`src/sha256_pkg.sv`:
```
// SHA-256 stream hasher package: transaction types, round constants, initial hash values.
// Used by sha256_byte_stream_hasher; no dependencies.
`timescale 1ns / 1ps
package sha256_pkg;

    typedef struct packed {
        logic       kind;
        logic [7:0] data_byte;
    } t_in_item;

    typedef struct packed {
        logic [31:0] digest_word;
        logic [2:0]  word_index;
        logic        last_word;
    } t_out_item;

    localparam logic KIND_DATA   = 1'b0;
    localparam logic KIND_FINISH = 1'b1;
    localparam logic [7:0] PAD_BYTE = 8'h80;

    function automatic logic [31:0] f_round_k(input logic [5:0] idx);
        logic [31:0] k [64];
        k = '{
            32'h428a2f98, 32'h71374491, 32'hb5c0fbcf, 32'he9b5dba5, 32'h3956c25b, 32'h59f111f1,
            32'h923f82a4, 32'hab1c5ed5, 32'hd807aa98, 32'h12835b01, 32'h243185be, 32'h550c7dc3,
            32'h72be5d74, 32'h80deb1fe, 32'h9bdc06a7, 32'hc19bf174, 32'he49b69c1, 32'hefbe4786,
            32'h0fc19dc6, 32'h240ca1cc, 32'h2de92c6f, 32'h4a7484aa, 32'h5cb0a9dc, 32'h76f988da,
            32'h983e5152, 32'ha831c66d, 32'hb00327c8, 32'hbf597fc7, 32'hc6e00bf3, 32'hd5a79147,
            32'h06ca6351, 32'h14292967, 32'h27b70a85, 32'h2e1b2138, 32'h4d2c6dfc, 32'h53380d13,
            32'h650a7354, 32'h766a0abb, 32'h81c2c92e, 32'h92722c85, 32'ha2bfe8a1, 32'ha81a664b,
            32'hc24b8b70, 32'hc76c51a3, 32'hd192e819, 32'hd6990624, 32'hf40e3585, 32'h106aa070,
            32'h19a4c116, 32'h1e376c08, 32'h2748774c, 32'h34b0bcb5, 32'h391c0cb3, 32'h4ed8aa4a,
            32'h5b9cca4f, 32'h682e6ff3, 32'h748f82ee, 32'h78a5636f, 32'h84c87814, 32'h8cc70208,
            32'h90befffa, 32'ha4506ceb, 32'hbef9a3f7, 32'hc67178f2};
        return k[idx];
    endfunction

    function automatic logic [31:0] f_init_h(input logic [2:0] idx);
        logic [31:0] h [8];
        h = '{32'h6a09e667, 32'hbb67ae85, 32'h3c6ef372, 32'ha54ff53a,
              32'h510e527f, 32'h9b05688c, 32'h1f83d9ab, 32'h5be0cd19};
        return h[idx];
    endfunction

endpackage

```
`src/sha256_byte_stream_hasher.sv`:
```
// SHA-256 byte stream hasher top level: byte packing, message schedule, compression, digest out.
// Depends on sha256_pkg.
// A data byte is taken while idle; the 64th byte of a block starts a compression: the 16
// words are loaded through the registered read port (S_LOAD), the rounds run one round per
// cycle (S_ROUND) and a chaining update follows (S_ADD). o_stall holds input off until the
// compression is done, so no new byte is taken meanwhile.
// A finish at fill f pads the rest of the block in S_PAD and compresses it; when f >= 56 a
// second padded block follows and is compressed. It then emits 8 digest transactions (one a cycle
// when not stalled). Reset (synchronous, active low) restores the initial hash values,
// clears the fill and byte count; the block buffer memory is not cleared.
`timescale 1ns / 1ps
module sha256_byte_stream_hasher
    import sha256_pkg::*;
(
    input  logic      i_clk,
    input  logic      i_rst_n,
    input  logic      i_valid,
    output logic      o_stall,
    input  t_in_item  i_item,
    output logic      o_valid,
    input  logic      i_stall,
    output t_out_item o_item
);

    typedef enum logic [3:0] {
        S_IDLE, S_PAD, S_LOAD, S_ROUND, S_ADD, S_EMIT
    } t_state;

    // Block buffer memory: 16 big-endian words, byte lanes written individually.
    logic [31:0] buf_mem [16];
    logic [31:0] r_buf_rd;
    // Message schedule window: 16 words, a shift line.
    logic [31:0] r_w [16];

    t_state      r_state;
    logic [5:0]  r_fill;
    logic [63:0] r_count;
    logic [31:0] r_h [8];
    logic [31:0] r_v [8];
    logic [6:0]  r_step;
    logic        r_final;   // this compression is the last of a finish
    logic        r_extra;   // a second padded block follows
    logic        r_need_len; // length block still to be written
    logic [2:0]  r_oidx;
    logic        r_out_valid;
    t_out_item   r_out;

    // Padding write port: one byte slot per cycle while in S_PAD.
    logic [5:0]  r_pad_pos;
    logic        r_pad_first;

    logic        in_acc;
    logic        out_acc;
    assign in_acc  = i_valid && !o_stall;
    assign out_acc = r_out_valid && !i_stall;
    assign o_stall = (r_state != S_IDLE);
    assign o_valid = r_out_valid;
    assign o_item  = r_out;

    // Memory write port.
    logic        mem_we;
    logic [3:0]  mem_wa;
    logic [1:0]  mem_lane;
    logic [7:0]  mem_wd;
    logic [63:0] bits;
    assign bits = {r_count[60:0], 3'b000};

    always_comb begin
        mem_we   = 1'b0;
        mem_wa   = r_fill[5:2];
        mem_lane = r_fill[1:0];
        mem_wd   = i_item.data_byte;
        if (r_state == S_IDLE && in_acc && i_item.kind == KIND_DATA) begin
            mem_we = 1'b1;
        end else if (r_state == S_PAD) begin
            mem_we   = 1'b1;
            mem_wa   = r_pad_pos[5:2];
            mem_lane = r_pad_pos[1:0];
            if (r_pad_first) begin
                mem_wd = PAD_BYTE;
            end else if (r_need_len && r_pad_pos >= 6'd56) begin
                mem_wd = bits[8'(7 - r_pad_pos[2:0]) * 8 +: 8];
            end else begin
                mem_wd = 8'h00;
            end
        end
    end

    always_ff @(posedge i_clk) begin
        if (mem_we) begin
            buf_mem[mem_wa][8'(3 - mem_lane) * 8 +: 8] <= mem_wd;
        end
        r_buf_rd <= buf_mem[r_step[3:0]];
    end

    // Round datapath.
    function automatic logic [31:0] f_ror(input logic [31:0] x, input int n);
        return (x >> n) | (x << (32 - n));
    endfunction

    logic [31:0] w_cur, w_new, t1, t2, s0, s1;
    logic [5:0]  rnd;
    assign rnd = r_step[5:0];
    always_comb begin
        s0    = f_ror(r_w[1], 7) ^ f_ror(r_w[1], 18) ^ (r_w[1] >> 3);
        s1    = f_ror(r_w[14], 17) ^ f_ror(r_w[14], 19) ^ (r_w[14] >> 10);
        w_new = s1 + r_w[9] + s0 + r_w[0];
        w_cur = r_w[0];
        t1 = r_v[7] + (f_ror(r_v[4], 6) ^ f_ror(r_v[4], 11) ^ f_ror(r_v[4], 25))
           + ((r_v[4] & r_v[5]) ^ (~r_v[4] & r_v[6])) + f_round_k(rnd) + w_cur;
        t2 = (f_ror(r_v[0], 2) ^ f_ror(r_v[0], 13) ^ f_ror(r_v[0], 22))
           + ((r_v[0] & r_v[1]) ^ (r_v[0] & r_v[2]) ^ (r_v[1] & r_v[2]));
    end

    always_ff @(posedge i_clk) begin
        if (!i_rst_n) begin
            r_state     <= S_IDLE;
            r_fill      <= '0;
            r_count     <= '0;
            r_out_valid <= 1'b0;
            r_step      <= '0;
            r_final     <= 1'b0;
            r_extra     <= 1'b0;
            r_need_len  <= 1'b0;
            r_oidx      <= '0;
            r_pad_pos   <= '0;
            r_pad_first <= 1'b0;
            for (int i = 0; i < 8; i++) r_h[i] <= f_init_h(3'(i));
        end else begin
            // Drop the output once taken; S_EMIT decides the valid itself.
            if (out_acc && r_state != S_EMIT) r_out_valid <= 1'b0;
            unique case (r_state)
                S_IDLE: begin
                    if (in_acc) begin
                        if (i_item.kind == KIND_DATA) begin
                            r_fill  <= r_fill + 6'd1;
                            r_count <= r_count + 64'd1;
                            if (r_fill == 6'd63) begin
                                r_final <= 1'b0;
                                r_step  <= '0;
                                r_state <= S_LOAD;
                            end
                        end else begin
                            // Pad byte at fill, zero to end of block or length field.
                            r_pad_pos   <= r_fill;
                            r_pad_first <= 1'b1;
                            r_extra     <= (r_fill >= 6'd56);
                            r_need_len  <= (r_fill < 6'd56);
                            r_state     <= S_PAD;
                        end
                    end
                end
                S_PAD: begin
                    r_pad_first <= 1'b0;
                    r_pad_pos   <= r_pad_pos + 6'd1;
                    if (r_pad_pos == 6'd63) begin
                        r_final <= r_need_len;
                        r_step  <= '0;
                        r_state <= S_LOAD;
                    end
                end
                S_LOAD: begin
                    // Memory read of word step lands in the next cycle.
                    r_step <= r_step + 7'd1;
                    if (r_step == 7'd0) begin
                        for (int i = 0; i < 8; i++) r_v[i] <= r_h[i];
                    end else begin
                        for (int i = 0; i < 15; i++) r_w[i] <= r_w[i + 1];
                        r_w[15] <= r_buf_rd;
                    end
                    if (r_step == 7'd16) begin
                        r_step  <= '0;
                        r_state <= S_ROUND;
                    end
                end
                S_ROUND: begin
                    for (int i = 0; i < 15; i++) r_w[i] <= r_w[i + 1];
                    r_w[15] <= w_new;
                    r_v[7] <= r_v[6];
                    r_v[6] <= r_v[5];
                    r_v[5] <= r_v[4];
                    r_v[4] <= r_v[3] + t1;
                    r_v[3] <= r_v[2];
                    r_v[2] <= r_v[1];
                    r_v[1] <= r_v[0];
                    r_v[0] <= t1 + t2;
                    r_step <= r_step + 7'd1;
                    if (r_step == 7'd63) r_state <= S_ADD;
                end
                S_ADD: begin
                    for (int i = 0; i < 8; i++) r_h[i] <= r_h[i] + r_v[i];
                    if (r_extra) begin
                        // Second padded block: zeros then length.
                        r_extra     <= 1'b0;
                        r_need_len  <= 1'b1;
                        r_pad_pos   <= '0;
                        r_pad_first <= 1'b0;
                        r_state     <= S_PAD;
                    end else if (r_final) begin
                        r_oidx  <= '0;
                        r_state <= S_EMIT;
                    end else begin
                        r_state <= S_IDLE;
                    end
                end
                S_EMIT: begin
                    if (!r_out_valid || out_acc) begin
                        r_out_valid       <= 1'b1;
                        r_out.digest_word <= r_h[r_oidx];
                        r_out.word_index  <= r_oidx;
                        r_out.last_word   <= (r_oidx == 3'd7);
                        r_oidx            <= r_oidx + 3'd1;
                        if (r_oidx == 3'd7) begin
                            for (int i = 0; i < 8; i++) r_h[i] <= f_init_h(3'(i));
                            r_fill     <= '0;
                            r_count    <= '0;
                            r_final    <= 1'b0;
                            r_need_len <= 1'b0;
                            r_state    <= S_IDLE;
                        end
                    end
                end
                default: r_state <= S_IDLE;
            endcase
        end
    end

endmodule

```
`config.mk`:
```
export PLATFORM = sky130hd
export DESIGN_NAME = sha256_byte_stream_hasher
export DESIGN_NICKNAME = d
export VERILOG_FILES = /design/src/sha256_pkg.sv /design/src/sha256_byte_stream_hasher.sv
export SDC_FILE = /design/constraint.sdc
export NUM_CORES = 2
export LEC_CHECK = 0
export ABC_CLOCK_PERIOD_IN_PS = 78400
export CAP_MARGIN = 20
export CORE_MARGIN = 1.5
export CORE_UTILIZATION = 49
export CTS_BUF_LIST = sky130_fd_sc_hd__clkbuf_8 sky130_fd_sc_hd__clkbuf_16
export DETAILED_ROUTE_END_ITERATION = 10
export DONT_BUFFER_PORTS = 1
export GPL_ROUTABILITY_DRIVEN = 0
export PLACE_DENSITY_LB_ADDON = 0.15
export SYNTH_ARGS = -nofsm -noshare
export SYNTH_HDL_FRONTEND = slang
export SYNTH_SLANG_ARGS = --single-unit
export TNS_END_PERCENT = 20
```
`constraint.sdc`:
```
create_clock -name i_clk -period 78.4 [get_ports i_clk]
set_clock_uncertainty 0.1 [all_clocks]
set_input_delay 23.52 -clock i_clk [delete_from_list [all_inputs] [get_ports i_clk]]
set_output_delay 23.52 -clock i_clk [all_outputs]
set_load 0.1 [all_outputs]
```
==> results.cfg <==
[clocking]
post-cts-setup-buffers = 0
clock_path_buffers = 3
cts_repair_resize_count = 0
cts_root_buf = clkbuf_16
cts_tree = built
htreeDepth = 4
clkSlewWorstSetupHoldPaths_ns = 0.06
numCtsBuffers = 181
clk_latency_ns = 0.87
cts_sinks = 1695
ctsHoldBuffers = 0

[outcome]
status = finished clean

[cells_and_area]
layout-area-overhead-vs-synth_pct = 9.370
fin_cells = 10330
regArea_um2 = 48410
drive_gt1_frac = 0.07843
fin_nets = 8327
fill_cells = 15510
multi_input_area_um2 = 40280

[global_route]
grt_max_degree = 192
antenna_found_initial = 6
grt_pass1_wl_um = 384100
grt.overflow.total = 0
globalRouteTotalUtil = 0.2735
grt_pass1_vias = 58830

[power_and_ir_drop]
p_leak_nw = 35.20
power_density_nw_per_um2 = 32.93
ir_drop_uv = 55.99

[critical_path]
end_kind = output port
critPathMaxFanout = 19
path_cells = nor3_4 > inv_2
path_buf_inv = 1
path_delay_family = flip-flops
slowest_stage = dfxtp_1
critPathMaxStageDelay_ns = 0.89
crit_type = flip-flop to output port
startpoint_type = flip-flop
cp.depth = 2
r2r_cells = 37
cp.arrival_ns = 2.33
cp.required_ns = 54.78

[sta]
tns_ns = 0
tightest_slew_ns = 1.199
final_max_slew_viol_count = 0
final-setup-viol-count = 0
max_freq_ghz = 0.03853
finalHoldViolCount = 0
fin_hold_ws_ns = 0.3045
maxSlewHeadroom = 0.1922
post-route-period-util = 0.3310
rsz0062_at_grt = no
fin_crit_ns = 25.95

[die]
die_h_um = 433.7
fp-row-count = 157
boundaryPins = 51
die_w_um = 433.7
initial_core_util = 0.4949
fp.coreArea_um2 = 183700
dieArea_um2 = 188100

[placed_design]
dp_cells = 9980
io_buffers = 0
dp_hpwl_um = 185400

[synthesis]
ys_ff_latch = 1695
syn_avg_cell_area_um2 = 11.66
syn_inst = 7797
yosysMostFrequentCell = edfxtp_1
synth_top_cell_area_share = 0.4770
syn-num-nets = 8406
synthTopCellsByCount = edfxtp_1 (1,444), nand2_1 (1,139), nor2_1 (513)
netlist_area_um2 = 90900
ys_types = 92
ys_seq_area_frac = 0.5323
synth_area_leaders = edfxtp_1 (48%), dfxtp_1 (5.5%), ha_1 (5.5%)
synth_edf_count = 1444
synth_ff_type = edfxtp_1
async_reset_ff_frac = 0
yosysTopAreaCell = edfxtp_1
ys_warn_count = 0

[drt]
vias = 62380
ant_nets = 0
wl_per_cell_um = 24.95
viasPerCell = 6.036
dr.pass1.iters = 10
wl_um = 257900
drc = 0
drtIter0Drc = 7456

[min_path]
holdPathStages = 0
min_path_type = flip-flop to flip-flop

[flow_run]
cap_violations = 0
==> layout by cell type (no fill, tap or decap), types with 32 or more instances in the layout <==
cell       netlist  routed
fa_1           195     195
xnor2_1        387     387
nor3_1         103     102
mux4_2         146     146
or3_1           38      38
nand2b_1        80      80
nand3_1        103     102
nand2_1       1139    1135
xor2_1         218     218
clkinv_1         1      32
a31oi_1         40      39
nand4_1         46      46
clkbuf_16        0     183
o21ai_0        379     379
buf_4            0      76
a21oi_1        491     491
o221ai_1        69      69
inv_1          260     306
o22ai_1         47      47
o21bai_1        37      37
o211ai_1        54      54
o21a_1          61      61
o31ai_1         36      36
nor2b_1         68      67
ha_1           401     401
mux2_2          60      60
a211oi_1        59      59
and3_1          34      34
a21o_1         178     178
mux2i_1        155     155
nor2_1         513     508
edfxtp_1      1444    1444
dfxtp_1        251     243
==> worst paths after layout <==
| check | startpoint | endpoint | slack [ns] |
|---|---|---|---|
| worst max-delay path | r_state[0] | o_stall | 52.45 |
| worst min-delay path | r_w[0][249] | r_w[0][217] | 0.30 |
| worst max register to register | r_step[1] | r_v[0][31] | 66.36 |
| worst min register to register | r_w[0][249] | r_w[0][217] | 0.30 |
==> worst reg2reg max path, delay by kind of cell, from the launching register on <==
family	cells	cell delay, ns
compound gates	16	4.09
fa+ha+maj	8	3.78
buf+inv	7	1.67
xor+xnor	3	0.98
simple gates	3	0.78
flops	1	0.31
==> registers in the layout, indices dropped and copies added (netlist names), 7 cells and up <==
| signal | cells |
|---|---|
| r_v | 256 |
| r_count | 61 |
| r_w | 512 |
| r_h | 256 |
| r_step | 7 |
| r_buf_rd | 32 |
| o_item | 36 |
| buf_mem | 512 |
==> power breakdown <==
group / total [W] / switching [W] / internal [W]
Sequential: 0.00104 / 0.0000232 / 0.00101
Clock: 0.000828 / 0.000370 / 0.000458
Combinational: 0.00141 / 0.000863 / 0.000546
Total: 0.00327 / 0.00126 / 0.00202
==> cells by family after synthesis <==
kind of cell | Yosys count | share of synthesized area
flops | 1695 | 0.5323
simple gates | 2231 | 0.1066
xor+xnor | 605 | 0.05829
mux | 361 | 0.06068
buf+inv | 623 | 0.02574
compound gates | 1662 | 0.1156
fa+ha+maj | 620 | 0.1008
==> metal layers <==
layer | vias to the layer above | share of wire | GRT usage | routed length, um
met3 | 453 | 0.090 | 0.05407 | 23140
met5 | - | 0.00031 | 0 | 80
met4 | 6 | 0.033 | 0.08726 | 8386
met1 | 30800 | 0.45 | 0.4066 | 114900
li1 | 28350 | - | - | -
met2 | 2771 | 0.43 | 0.4017 | 111300
==> stage by stage <==
stage / cell area, um2 / total power, W / util / worst slack [ns]
2_1_floorplan: 90900 / 0.002055 / - / 27.64
3_3_place_gp: 93350 / 0.002399 / 0.5083 / 51.84
3_5_place_dp: 93460 / 0.002423 / 0.5089 / 51.83
4_1_cts: 99220 / 0.003261 / 0.5402 / 52.42
5_1_grt: 99410 / 0.003451 / 0.5412 / 52.36
6_report: 99420 / 0.003273 / 0.5413 / 52.45
==> final cells by class <==
cell class / count / share of cell area
sequential: 1695 / 0.4869
clock inverter: 137 / 0.01014
multi-input combinational: 5479 / 0.4052
clock buffer: 195 / 0.04772
inverter: 262 / 0.009917
tap: 2464 / 0.03101
antenna: 3 / 0.00007551
timing repair buffer: 99 / 0.008999
Note: power is estimated with default switching activity, not from simulation.
